### src/rtl/core/bdeq_pkg.sv
// Shared constants, operation codes and types of the bounded deque.
package bdeq_pkg;

  localparam int DEPTH     = 16;
  localparam int AW        = (DEPTH > 1) ? $clog2(DEPTH) : 1;
  localparam int CW        = $clog2(DEPTH + 1);
  localparam int WORD_W    = 32;
  localparam int OP_W      = 3;
  localparam int CAP_W     = 5;
  localparam int CAP_RESET = 16;
  localparam int APB_AW    = 3;
  localparam int APB_DW    = 32;

  localparam logic [APB_AW-3:0] REG_CAPACITY = '0;

  localparam logic signed [WORD_W-1:0] EMPTY_WORD = '1;

  typedef enum logic [OP_W-1:0] {
    OP_PUSH_FRONT = 3'd0,
    OP_PUSH_REAR  = 3'd1,
    OP_POP_FRONT  = 3'd2,
    OP_POP_REAR   = 3'd3,
    OP_PEEK       = 3'd4
  } op_t;

  typedef struct packed {
    logic              we;
    logic [AW-1:0]     waddr;
    logic [WORD_W-1:0] wdata;
    logic              re;
    logic [AW-1:0]     raddr_front;
    logic [AW-1:0]     raddr_rear;
  } mem_req_t;

endpackage

### src/rtl/core/bdeq_in_if.sv
// Input channel of the deque: operation and push word.
interface bdeq_in_if;
  import bdeq_pkg::*;

  logic                     valid;
  logic                     ready;
  logic [OP_W-1:0]          operation;
  logic signed [WORD_W-1:0] push_value;

  modport source (output valid, output operation, output push_value, input ready);
  modport sink   (input valid, input operation, input push_value, output ready);
endinterface

### src/rtl/core/bdeq_out_if.sv
// Result channel of the deque: status flags and end words.
interface bdeq_out_if;
  import bdeq_pkg::*;

  logic                     valid;
  logic                     ready;
  logic                     success;
  logic signed [WORD_W-1:0] front_value;
  logic signed [WORD_W-1:0] rear_value;
  logic                     is_empty;
  logic                     is_full;

  modport source (output valid, output success, output front_value, output rear_value,
                  output is_empty, output is_full, input ready);
  modport sink   (input valid, input success, input front_value, input rear_value,
                  input is_empty, input is_full, output ready);
endinterface

### src/rtl/core/bdeq_ram.sv
// Generic single-write, single-read RAM with registered read data.
module bdeq_ram #(
  parameter int WIDTH   = 32,
  parameter int DEPTH_P = 16
) (
  input  logic                                             clk,
  input  logic                                             we,
  input  logic [((DEPTH_P > 1) ? $clog2(DEPTH_P) : 1)-1:0] waddr,
  input  logic [WIDTH-1:0]                                 wdata,
  input  logic                                             re,
  input  logic [((DEPTH_P > 1) ? $clog2(DEPTH_P) : 1)-1:0] raddr,
  output logic [WIDTH-1:0]                                 rdata
);

  logic [WIDTH-1:0] mem [DEPTH_P];

  always_ff @(posedge clk) begin
    if (we) begin
      mem[waddr] <= wdata;
    end
    if (re) begin
      rdata <= mem[raddr];
    end
  end

endmodule

### src/rtl/core/bdeq_cfg.sv
// APB register block holding the deque capacity.
module bdeq_cfg (
  input  logic                           clk,
  input  logic                           rst_n,
  input  logic                           psel,
  input  logic                           penable,
  input  logic                           pwrite,
  input  logic [bdeq_pkg::APB_AW-1:0]    paddr,
  input  logic [bdeq_pkg::APB_DW-1:0]    pwdata,
  output logic [bdeq_pkg::APB_DW-1:0]    prdata,
  output logic                           pready,
  output logic [bdeq_pkg::CAP_W-1:0]     capacity
);
  import bdeq_pkg::*;

  logic [CAP_W-1:0] cap_r;
  logic             hit;

  assign hit      = (paddr[APB_AW-1:2] == REG_CAPACITY);
  assign pready   = 1'b1;
  assign capacity = cap_r;
  assign prdata   = hit ? APB_DW'(cap_r) : '0;

  always_ff @(posedge clk) begin
    if (!rst_n) begin
      cap_r <= CAP_W'(CAP_RESET);
    end else if (psel && penable && pwrite && hit) begin
      cap_r <= pwdata[CAP_W-1:0];
    end
  end

endmodule

### src/rtl/core/bdeq_ctrl.sv
// Head/count bookkeeping, RAM sequencing and result register of the deque.
module bdeq_ctrl (
  input  logic                         clk,
  input  logic                         rst_n,
  input  logic [bdeq_pkg::CAP_W-1:0]   capacity,
  bdeq_in_if.sink                      in_ch,
  bdeq_out_if.source                   out_ch,
  output bdeq_pkg::mem_req_t           mem_req,
  input  logic [bdeq_pkg::WORD_W-1:0]  rdata_front,
  input  logic [bdeq_pkg::WORD_W-1:0]  rdata_rear
);
  import bdeq_pkg::*;

  typedef enum logic [2:0] {
    S_IDLE = 3'b001,
    S_READ = 3'b010,
    S_LOAD = 3'b100
  } state_t;

  state_t            state_r, state_nxt;
  logic [AW-1:0]     head_r, head_nxt;
  logic [CW-1:0]     count_r, count_nxt;
  logic              ok_r, ok_nxt;

  logic              out_valid_r, out_valid_nxt;
  logic              success_r;
  logic [WORD_W-1:0] front_r, rear_r;
  logic              empty_r, full_r;

  logic [CW-1:0]     eff_cap;
  logic              can_push, can_pop, accept, load;
  logic [AW-1:0]     head_prev, head_next;

  // (head + off) mod DEPTH, valid for sums below 2*DEPTH
  function automatic logic [AW-1:0] ring_wrap(input logic [AW:0] sum);
    logic [AW:0] adj;
    adj = (sum >= (AW+1)'(DEPTH)) ? sum - (AW+1)'(DEPTH) : sum;
    return adj[AW-1:0];
  endfunction

  assign eff_cap   = (32'(capacity) > 32'(DEPTH)) ? CW'(DEPTH) : CW'(capacity);
  assign can_push  = (count_r < eff_cap);
  assign can_pop   = (count_r != '0);
  assign head_prev = (head_r == '0) ? AW'(DEPTH - 1) : head_r - 1'b1;
  assign head_next = (head_r == AW'(DEPTH - 1)) ? '0 : head_r + 1'b1;

  assign in_ch.ready = (state_r == S_IDLE);
  assign accept      = in_ch.valid && in_ch.ready;
  assign load        = (state_r == S_LOAD) && (!out_valid_r || out_ch.ready);

  always_comb begin
    head_nxt          = head_r;
    count_nxt         = count_r;
    ok_nxt            = ok_r;
    mem_req.we        = 1'b0;
    mem_req.waddr     = head_r;
    mem_req.wdata     = in_ch.push_value;
    // reads go out in S_READ, the cycle after the write, so no same-entry overlap
    mem_req.re          = (state_r == S_READ);
    mem_req.raddr_front = head_r;
    mem_req.raddr_rear  = ring_wrap((AW+1)'(head_r) + (AW+1)'(count_r) - 1'b1);
    if (accept) begin
      ok_nxt = 1'b0;
      unique case (op_t'(in_ch.operation))
        OP_PUSH_FRONT: begin
          if (can_push) begin
            mem_req.we    = 1'b1;
            mem_req.waddr = head_prev;
            head_nxt      = head_prev;
            count_nxt     = count_r + 1'b1;
            ok_nxt        = 1'b1;
          end
        end
        OP_PUSH_REAR: begin
          if (can_push) begin
            mem_req.we    = 1'b1;
            mem_req.waddr = ring_wrap((AW+1)'(head_r) + (AW+1)'(count_r));
            count_nxt     = count_r + 1'b1;
            ok_nxt        = 1'b1;
          end
        end
        OP_POP_FRONT: begin
          if (can_pop) begin
            head_nxt  = head_next;
            count_nxt = count_r - 1'b1;
            ok_nxt    = 1'b1;
          end
        end
        OP_POP_REAR: begin
          if (can_pop) begin
            count_nxt = count_r - 1'b1;
            ok_nxt    = 1'b1;
          end
        end
        OP_PEEK: ok_nxt = 1'b1;
        default: ok_nxt = 1'b0;
      endcase
    end
  end

  always_comb begin
    state_nxt = state_r;
    unique case (state_r)
      S_IDLE:  if (accept) state_nxt = S_READ;
      S_READ:  state_nxt = S_LOAD;
      S_LOAD:  if (load) state_nxt = S_IDLE;
      default: state_nxt = S_IDLE;
    endcase
  end

  always_comb begin
    out_valid_nxt = out_valid_r;
    if (load) begin
      out_valid_nxt = 1'b1;
    end else if (out_ch.ready) begin
      out_valid_nxt = 1'b0;
    end
  end

  always_ff @(posedge clk) begin
    if (!rst_n) begin
      state_r     <= S_IDLE;
      head_r      <= '0;
      count_r     <= '0;
      ok_r        <= 1'b0;
      out_valid_r <= 1'b0;
    end else begin
      state_r     <= state_nxt;
      head_r      <= head_nxt;
      count_r     <= count_nxt;
      ok_r        <= ok_nxt;
      out_valid_r <= out_valid_nxt;
    end
  end

  always_ff @(posedge clk) begin
    if (load) begin
      success_r <= ok_r;
      front_r   <= (count_r == '0) ? EMPTY_WORD : rdata_front;
      rear_r    <= (count_r == '0) ? EMPTY_WORD : rdata_rear;
      empty_r   <= (count_r == '0);
      full_r    <= (count_r == eff_cap);
    end
  end

  assign out_ch.valid       = out_valid_r;
  assign out_ch.success     = success_r;
  assign out_ch.front_value = front_r;
  assign out_ch.rear_value  = rear_r;
  assign out_ch.is_empty    = empty_r;
  assign out_ch.is_full     = full_r;

endmodule

### src/rtl/core/bounded_double_ended_queue.sv
// Bounded deque of signed 32-bit words in a ring RAM with head pointer and count.
// Result beat: input accepted in S_IDLE, RAM read in S_READ, result register loaded in S_LOAD.
// A new input beat is taken only in S_IDLE, once the previous one has loaded its result.
// A waiting result beat in the output register does not block the next input.
// Reset (sync, rst_n low): empty deque, head 0, capacity 16; RAM contents not cleared.
module bounded_double_ended_queue (
  input  logic                         clk,
  input  logic                         rst_n,
  bdeq_in_if.sink                      in_ch,
  bdeq_out_if.source                   out_ch,
  input  logic                         psel,
  input  logic                         penable,
  input  logic                         pwrite,
  input  logic [bdeq_pkg::APB_AW-1:0]  paddr,
  input  logic [bdeq_pkg::APB_DW-1:0]  pwdata,
  output logic [bdeq_pkg::APB_DW-1:0]  prdata,
  output logic                         pready
);
  import bdeq_pkg::*;

  logic [CAP_W-1:0]  capacity;
  mem_req_t          mem_req;
  logic [WORD_W-1:0] rdata_front, rdata_rear;

  bdeq_cfg u_cfg (
    .clk      (clk),
    .rst_n    (rst_n),
    .psel     (psel),
    .penable  (penable),
    .pwrite   (pwrite),
    .paddr    (paddr),
    .pwdata   (pwdata),
    .prdata   (prdata),
    .pready   (pready),
    .capacity (capacity)
  );

  bdeq_ctrl u_ctrl (
    .clk         (clk),
    .rst_n       (rst_n),
    .capacity    (capacity),
    .in_ch       (in_ch),
    .out_ch      (out_ch),
    .mem_req     (mem_req),
    .rdata_front (rdata_front),
    .rdata_rear  (rdata_rear)
  );

  // two mirrored copies give one read port for each end of the ring
  bdeq_ram #(.WIDTH(WORD_W), .DEPTH_P(DEPTH)) u_ram_front (
    .clk   (clk),
    .we    (mem_req.we),
    .waddr (mem_req.waddr),
    .wdata (mem_req.wdata),
    .re    (mem_req.re),
    .raddr (mem_req.raddr_front),
    .rdata (rdata_front)
  );

  bdeq_ram #(.WIDTH(WORD_W), .DEPTH_P(DEPTH)) u_ram_rear (
    .clk   (clk),
    .we    (mem_req.we),
    .waddr (mem_req.waddr),
    .wdata (mem_req.wdata),
    .re    (mem_req.re),
    .raddr (mem_req.raddr_rear),
    .rdata (rdata_rear)
  );

endmodule

### src/flat_wrapper.sv
// flat-port wrapper written by rule: the top's interface ports become plain ports
module bounded_double_ended_queue_flat import bdeq_pkg::*;
  (clk, rst_n, psel, penable, pwrite, paddr, pwdata, prdata, pready, in_ch_valid, in_ch_operation, in_ch_push_value, in_ch_ready, out_ch_valid, out_ch_success, out_ch_front_value, out_ch_rear_value, out_ch_is_empty, out_ch_is_full, out_ch_ready);
  bdeq_in_if in_ch_i ();
  bdeq_out_if out_ch_i ();
  input  logic clk;
  input  logic rst_n;
  input  logic psel;
  input  logic penable;
  input  logic pwrite;
  input  logic [bdeq_pkg::APB_AW-1:0] paddr;
  input  logic [bdeq_pkg::APB_DW-1:0] pwdata;
  output logic [bdeq_pkg::APB_DW-1:0] prdata;
  output logic pready;
  input wire logic [$bits(in_ch_i.valid)-1:0] in_ch_valid;
  input wire logic [$bits(in_ch_i.operation)-1:0] in_ch_operation;
  input wire logic [$bits(in_ch_i.push_value)-1:0] in_ch_push_value;
  output wire logic [$bits(in_ch_i.ready)-1:0] in_ch_ready;
  output wire logic [$bits(out_ch_i.valid)-1:0] out_ch_valid;
  output wire logic [$bits(out_ch_i.success)-1:0] out_ch_success;
  output wire logic [$bits(out_ch_i.front_value)-1:0] out_ch_front_value;
  output wire logic [$bits(out_ch_i.rear_value)-1:0] out_ch_rear_value;
  output wire logic [$bits(out_ch_i.is_empty)-1:0] out_ch_is_empty;
  output wire logic [$bits(out_ch_i.is_full)-1:0] out_ch_is_full;
  input wire logic [$bits(out_ch_i.ready)-1:0] out_ch_ready;
  assign in_ch_i.valid = in_ch_valid;
  assign in_ch_i.operation = in_ch_operation;
  assign in_ch_i.push_value = in_ch_push_value;
  assign in_ch_ready = in_ch_i.ready;
  assign out_ch_valid = out_ch_i.valid;
  assign out_ch_success = out_ch_i.success;
  assign out_ch_front_value = out_ch_i.front_value;
  assign out_ch_rear_value = out_ch_i.rear_value;
  assign out_ch_is_empty = out_ch_i.is_empty;
  assign out_ch_is_full = out_ch_i.is_full;
  assign out_ch_i.ready = out_ch_ready;
  bounded_double_ended_queue u_core (.clk(clk), .rst_n(rst_n), .in_ch(in_ch_i), .out_ch(out_ch_i), .psel(psel), .penable(penable), .pwrite(pwrite), .paddr(paddr), .pwdata(pwdata), .prdata(prdata), .pready(pready));
endmodule
### config.mk
export PLATFORM = sky130hd
export DESIGN_NAME = bounded_double_ended_queue_flat
export DESIGN_NICKNAME = d
export VERILOG_FILES = /design/src/rtl/core/bdeq_pkg.sv /design/src/rtl/core/bdeq_in_if.sv /design/src/rtl/core/bdeq_out_if.sv /design/src/rtl/core/bdeq_ram.sv /design/src/rtl/core/bdeq_cfg.sv /design/src/rtl/core/bdeq_ctrl.sv /design/src/rtl/core/bounded_double_ended_queue.sv /design/src/flat_wrapper.sv
export SDC_FILE = /design/constraint.sdc
export NUM_CORES = 1
export LEC_CHECK = 0
export BUFFER_PORTS_ARGS = -buffer_cell sky130_fd_sc_hd__buf_2
export CAP_MARGIN = 0
export CORE_MARGIN = 4
export CORE_UTILIZATION = 65
export CTS_CLUSTER_DIAMETER = 80
export CTS_CLUSTER_SIZE = 16
export DETAILED_ROUTE_END_ITERATION = 16
export GPL_ROUTABILITY_DRIVEN = 0
export PLACE_DENSITY = 0.84
export SLEW_MARGIN = 25
export SYNTH_ARGS = -nofsm -noshare
export SYNTH_HDL_FRONTEND = slang
export SYNTH_SLANG_ARGS = --single-unit
### constraint.sdc
create_clock -name clk -period 9.3 [get_ports clk]
set_input_delay 0.465 -clock clk [delete_from_list [all_inputs] [get_ports clk]]
set_output_delay 0.465 -clock clk [all_outputs]
set_load 0.02 [all_outputs]
== Word level (Yosys, flattened, before mapping) ==
Memory sizes are Yosys's and may differ from the RTL's. A register that Yosys moved wholly into a read port is not among the register bits.
Cells that the tools add are included.
Cells by class
  add/sub/neg operators: 8
  order comparisons: 4
  equal/unequal tests: 15
  muxes and demuxes: 26
  bitwise logic cells: 1
  reduce and logical (&&, ||, !) cells: 19
Operators by type and width (count)
  $mux W5: 7
  $mux W4: 6
  $pmux W5 S2: 2
  $sub A4 B1 Y4 const B: 3
  $ge A5 B5 Y1 const B: 2
  $sub A5 B1 Y5 const B: 2
  $eq A3 B2 Y1 const B: 3
  $pmux W3 S3: 1
  $pmux W4 S2: 1
  $reduce_and A4 Y1: 2
  $eq A3 B1 Y1 const B: 2
  $eq A3 B3 Y1 const B: 2
  $mux W1: 6
  $mux W3: 2
  $ne A2 B1 Y1 const B: 3
  $ne A2 B2 Y1 const B: 3
  $reduce_bool A2 Y1: 3
  $add A4 B5 Y5: 1
  $add A5 B1 Y5 const B: 1
  $eq A5 B5 Y1: 1
  $gt A5 B5 Y1 const B: 1
  $logic_and A1 B1 Y1: 5
  $logic_not A5 Y1: 1
  $lt A5 B5 Y1: 1
  11 further kinds: 12
Storage, ports and cells
  bits in registers: 86
  memory bits (writable): 1024
  bits of input ports: 77
  memories: 2
Memory list
  u_core.u_ram_front.mem: words 16, width 32, read ports 1, clocked after Yosys merged registers in 1, wr ports 1, RTL line bdeq_ram.sv:15  | logic [WIDTH-1:0] mem [DEPTH_P];
  u_core.u_ram_rear.mem: words 16, width 32, read ports 1, clocked after Yosys merged registers in 1, wr ports 1, RTL line bdeq_ram.sv:15

== Longest topological paths before layout ==
  depth in word-level cells: 8
  gate-level depth with buffers: 11
  depth with buffers taken out: 8

== Modules after synthesis ==
From an unflattened synthesis, not the netlist that was laid out.
Unflattened totals
  cells, all modules: 2079
  area, all modules: 44899.3 um^2
By module, submodules not included
  bdeq_ram (u_core.u_ram_rear): times used 1, cells an instance 838, area an instance 20174.3 um^2
  bdeq_ram (u_core.u_ram_front): times used 1, cells an instance 838, area an instance 20155.6 um^2
  bdeq_ctrl: times used 1, cells an instance 345, area an instance 4090.2 um^2
  bdeq_cfg: times used 1, cells an instance 58, area an instance 479.2 um^2

== Worst setup path before layout ==
OpenSTA, ideal clock, no wires.
  path type: reg-to-reg
  start point: register u_core.u_ctrl.state_r[2]
  end point: register u_core.u_ctrl.front_r[0] (netlist: u_core.u_ctrl.out_ch.front_value[0]), enable pin
  library setup time: 588 ps
  arrival: 5520 ps
  path slack: 3192 ps
  cell stages (with the launch flop): 3
  path buffers: 0
  cell sequence: dfxtp_1 nor2b_1 nor3b_1
Between the ends
  longest elaborated chain between the ends: 2
RTL lines
  start: declaration: RTL line bdeq_ctrl.sv:20  | state_t state_r, state_nxt;
  start signal: assignment: RTL line bdeq_ctrl.sv:128  | state_r <= state_nxt;
  $eq A3 B3 Y1: RTL line bdeq_ctrl.sv:49  | assign load = (state_r == S_LOAD) && (!out_valid_r || out_ch.ready);
  $logic_and A1 B1 Y1: RTL line bdeq_ctrl.sv:49
  named net u_core.u_ctrl.load: RTL line bdeq_ctrl.sv:31  | logic can_push, can_pop, accept, load;
  end signal: assignment: RTL line bdeq_ctrl.sv:139  | front_r <= (count_r == '0) ? EMPTY_WORD : rdata_front;
  end: declaration: RTL line bdeq_ctrl.sv:27  | logic [WORD_W-1:0] front_r, rear_r;
The timed path passes the listed nets, and every way through them passes these cells.
A chain may end at the register's enable or synchronous reset.

== Worst setup path after layout ==
  start point: register u_core.u_ctrl.head_r[1]
  end point: register u_core.u_ram_rear.rdata[18], read port of u_core.u_ram_rear.mem, data pin
Between the ends
  longest elaborated chain between the ends: 4
  elaborated cells between the ends (all ways): 5
RTL lines
  start: declaration: RTL line bdeq_ctrl.sv:21  | logic [AW-1:0] head_r, head_nxt;
  start signal: assignment: RTL line bdeq_ctrl.sv:129  | head_r <= head_nxt;
  $add A4 B5 Y5 (*): RTL line bdeq_ctrl.sv:61  | mem_req.raddr_rear = ring_wrap((AW+1)'(head_r) + (AW+1)'(count_r) - 1'b1);
  $sub A5 B1 Y5 (*): RTL line bdeq_ctrl.sv:61
  $sub A4 B1 Y4 or $ge A5 B5 Y1 (tied branches): RTL line bdeq_ctrl.sv:37  | adj = (sum >= (AW+1)'(DEPTH)) ? sum - (AW+1)'(DEPTH) : sum;
  $mux W4 (*): RTL line bdeq_ctrl.sv:37
  end: declaration: RTL line bdeq_ram.sv:12  | output logic [WIDTH-1:0] rdata
Mark *: on every way between the ends. The rest lies on a longest branch, timed or not.

==> impl_metrics.yaml <==
run_status:
  status: "finished, final reports clean"
clocking:
  cts_sinks: 662
  cts_resized: 0
  cts_buffers: 47
  cts_tree: "built"
  clkTransAtPathRegs_ns: 0.07
  postCtsSetupBuffers: 0
  htreeDepth: 2
  clockBufferDepth: 3
  ctsHoldBuffers: 0
  insertion_delay_ns: 0.60
  cts_root_buffer: "clkbuf_16"
global_route:
  antenna_found_initial: 5
  grt_usage_pct: 29.2
  grt_max_degree: 115
  first_global_vias: 16100
  grt_pass1_wl_um: 103000
  grt.overflow.total: 0
setup_path:
  crit_end: "u_core.u_ram_rear.rdata[18]"
  arrival_ns: 4.97
  path_max_fanout: 65
  timing.rr.end: "u_core.u_ram_rear.rdata[18]"
  critPathLaunchType: "flip-flop"
  crit_path_start: "u_core.u_ctrl.head_r[1]"
  r2r_setup_slack_ns: 4.64
  timing.rr.start: "u_core.u_ctrl.head_r[1]"
  criticalPathCategory: "flip-flop to flip-flop"
  required_ns: 9.61
  endpoint_kind: "flip-flop"
  reg2reg_depth: 7
timing:
  skew_ns: 0.0135
  worst_slew_pin_slew_ns: 1.03
  tns_ns: 0
  worst_slack_ns: 4.64
  slew_headroom_pct: 31.6
  finalCriticalPeriod_ns: 4.66
  rsz0062_at_grt: "false"
  finalHoldViolCount: 0
  drv_slew: 0
  period_share_pct: 50.1
  finalSetupViolations: 0
  fmax_mhz: 214
pwr:
  power.density_nw_per_um2: 188
  power.switching_mw: 1.44
  seqPwrFrac_pct: 55.4
  p_clk_share_pct: 31.5
  p_int_mw: 4.57
  peakVddDrop_uv: 164
  leakagePower_nw: 9.68
  swShare_pct: 24.0
  p_comb_share_pct: 13.1
floorplan:
  core-area_um2: 44400
  die_y_um: 221
  row_count: 77
  fp.dieW_um: 221
  io_pins: 179
  die-area_um2: 48600
  start_util_pct: 66.1
layout:
  syn_to_final_growth_pct: 8.76
  nets: 1658
  final_cells: 2169
  drive_above_1_share_pct: 37.0
synthesis:
  synth_common_cells: "643 x edfxtp_1, 288 x mux4_2, 72 x nand3_1, 66 x clkbuf_1, 62 x or2_2"
  netlist_area_um2: 29400
  synth-seq-cells: 662
  postSynthCellCount: 1464
  synth_warnings: 0
  ys_seq_area_share_pct: 67.1
  synth_edf_count: 643
  synth_area_leader_cell: "edfxtp_1"
  async_flop_share_pct: 0
  yosysMostFrequentCell: "edfxtp_1"
  synth_cell_types: 49
  avgSynthCellArea_um2: 20.1
  synth_flop_cell: "edfxtp_1"
  yosysTopAreaCellShare_pct: 65.8
  synth.area.top_cells: "edfxtp_1 66%, mux4_2 22%, or2_2 1.3%, dfxtp_1 1.3%, mux2i_1 1.3%"
drt:
  vias_per_cell: 7.39
  vias: 16000
  dr.pass1.iters: 6
  drc: 0
  drt_wl_total_um: 70000
  wl_per_cell_um: 32.3
  drt_iter0_drc: 2427
  ant_nets: 0
hold_path:
  hold_class: "input port to flip-flop"
flow_run:
  cap_violations: 0
placement:
  numPortBuffers: 121
  dp_slack_ns: 4.69
  hpwl_um: 37500
  place_inst: 2106
-- worst min-delay path by stage --
stage                  startpoint                           end  slack, ns  cells past startpoint
4_1_cts                     rst_n      u_core.u_cfg.capacity[4]       0.09                      2
6_report                    rst_n      u_core.u_cfg.capacity[4]       0.10                      2
2_1_floorplan  u_core.u_ctrl.ok_r  u_core.u_ctrl.out_ch.success       0.41                      0
3_3_place_gp   u_core.u_ctrl.ok_r  u_core.u_ctrl.out_ch.success       0.41                      0
3_5_place_dp   u_core.u_ctrl.ok_r  u_core.u_ctrl.out_ch.success       0.42                      0
5_1_grt                     rst_n      u_core.u_cfg.capacity[4]       0.11                      2
-- layer usage --
| layer | global-route usage (%) | up-vias | share of wire (%) |
|---|---|---|---|
| li1 | - | 6284 | - |
| met1 | 40.7 | 8288 | 35 |
| met2 | 48.7 | 1295 | 51 |
| met3 | 4.78 | 159 | 11 |
| met4 | 9.42 | 4 | 2.9 |
| met5 | 0 | - | 0.039 |
-- cells by family (layout without fill, tap and decap cells) --
kind of cell / count (synthesis) / after routing / synth area share [%]
adders and majority gates: 17 / 17 / 0.776
DFF: 662 / 662 / 67.1
other: 2 / 31 / 0.0256
muxes: 327 / 327 / 23.4
and+or+nand+nor: 221 / 221 / 4.08
xor gates and xnor gates: 10 / 10 / 0.396
AOI/OAI and AO/OA: 85 / 85 / 1.96
buffers and inverters: 140 / 224 / 2.26
-- state kept, by name (all words and copies together), names as in the netlist --
signal / count
u_core.u_cfg.capacity: 5
u_core.u_ctrl.count_r: 5
u_core.u_ctrl.head_r: 4
u_core.u_ctrl.ok_r: 1
u_core.u_ctrl.out_ch.front_value: 32
u_core.u_ctrl.out_ch.is_empty: 1
u_core.u_ctrl.out_ch.is_full: 1
u_core.u_ctrl.out_ch.rear_value: 32
u_core.u_ctrl.out_ch.success: 1
u_core.u_ctrl.out_ch.valid: 1
u_core.u_ctrl.state_r: 3
u_core.u_ram_front.rdata: 32
u_core.u_ram_rear.mem: 512
u_core.u_ram_rear.rdata: 32
-- power groups by stage --
| stage | clock network [mW] | logic [mW] | registers (mW) |
|---|---|---|---|
| after global placement | 0 | 0.751 | 3.39 |
| final | 1.89 | 0.789 | 3.33 |
| after CTS | 1.91 | 0.784 | 3.33 |
| after floorplan | 0 | 0.563 | 3.39 |
| after global routing | 2.04 | 0.840 | 3.33 |
| after detailed placement | 0 | 0.772 | 3.40 |
-- critical path: stages, from the launching register on --
cell	delay [ns]
dfxtp_4	0.72
inv_1	0.24
fa_1	0.60
ha_4	0.95
buf_4	0.89
mux4_2	0.46
mux2i_1	0.27
o211ai_1	0.13
-- placed cells by master (no fill, tap or decap), types with 7 or more instances in the layout --
cell / instances
or2_2: 62
nor2_1: 13
o211ai_1: 33
nand3_1: 72
o21ai_0: 10
nor2b_1: 10
dfxtp_1: 15
buf_4: 30
mux2i_1: 38
buf_2: 121
clkbuf_16: 48
conb_1: 28
inv_1: 12
mux4_2: 288
a21oi_1: 16
edfxtp_1: 643
nand2_1: 13
ha_1: 13
clkbuf_1: 7
nor2_4: 17
-- cell type report --
cell class	count	area [um^2]
clock buffer	55	1230
clock inverter	4	37.5
timing repair buffer	153	878
antenna	3	7.51
fill	2547	12500
tap	592	741
sequential	662	19700
inverter	12	45.0
multi-input combinational	688	9290
-- stage by stage --
step	power (mW)	hold slack, ns	utilization, %	instance area (um^2)
3_3_place_gp	4.14	0.412	68.9	30600
3_5_place_dp	4.17	0.423	69.0	30600
2_1_floorplan	3.95	0.408	-	29500
4_1_cts	6.02	0.0857	71.8	31900
5_1_grt	6.21	0.112	71.9	31900
6_report	6.01	0.101	71.9	31900
Note: power is estimated with default switching activity, not from simulation.
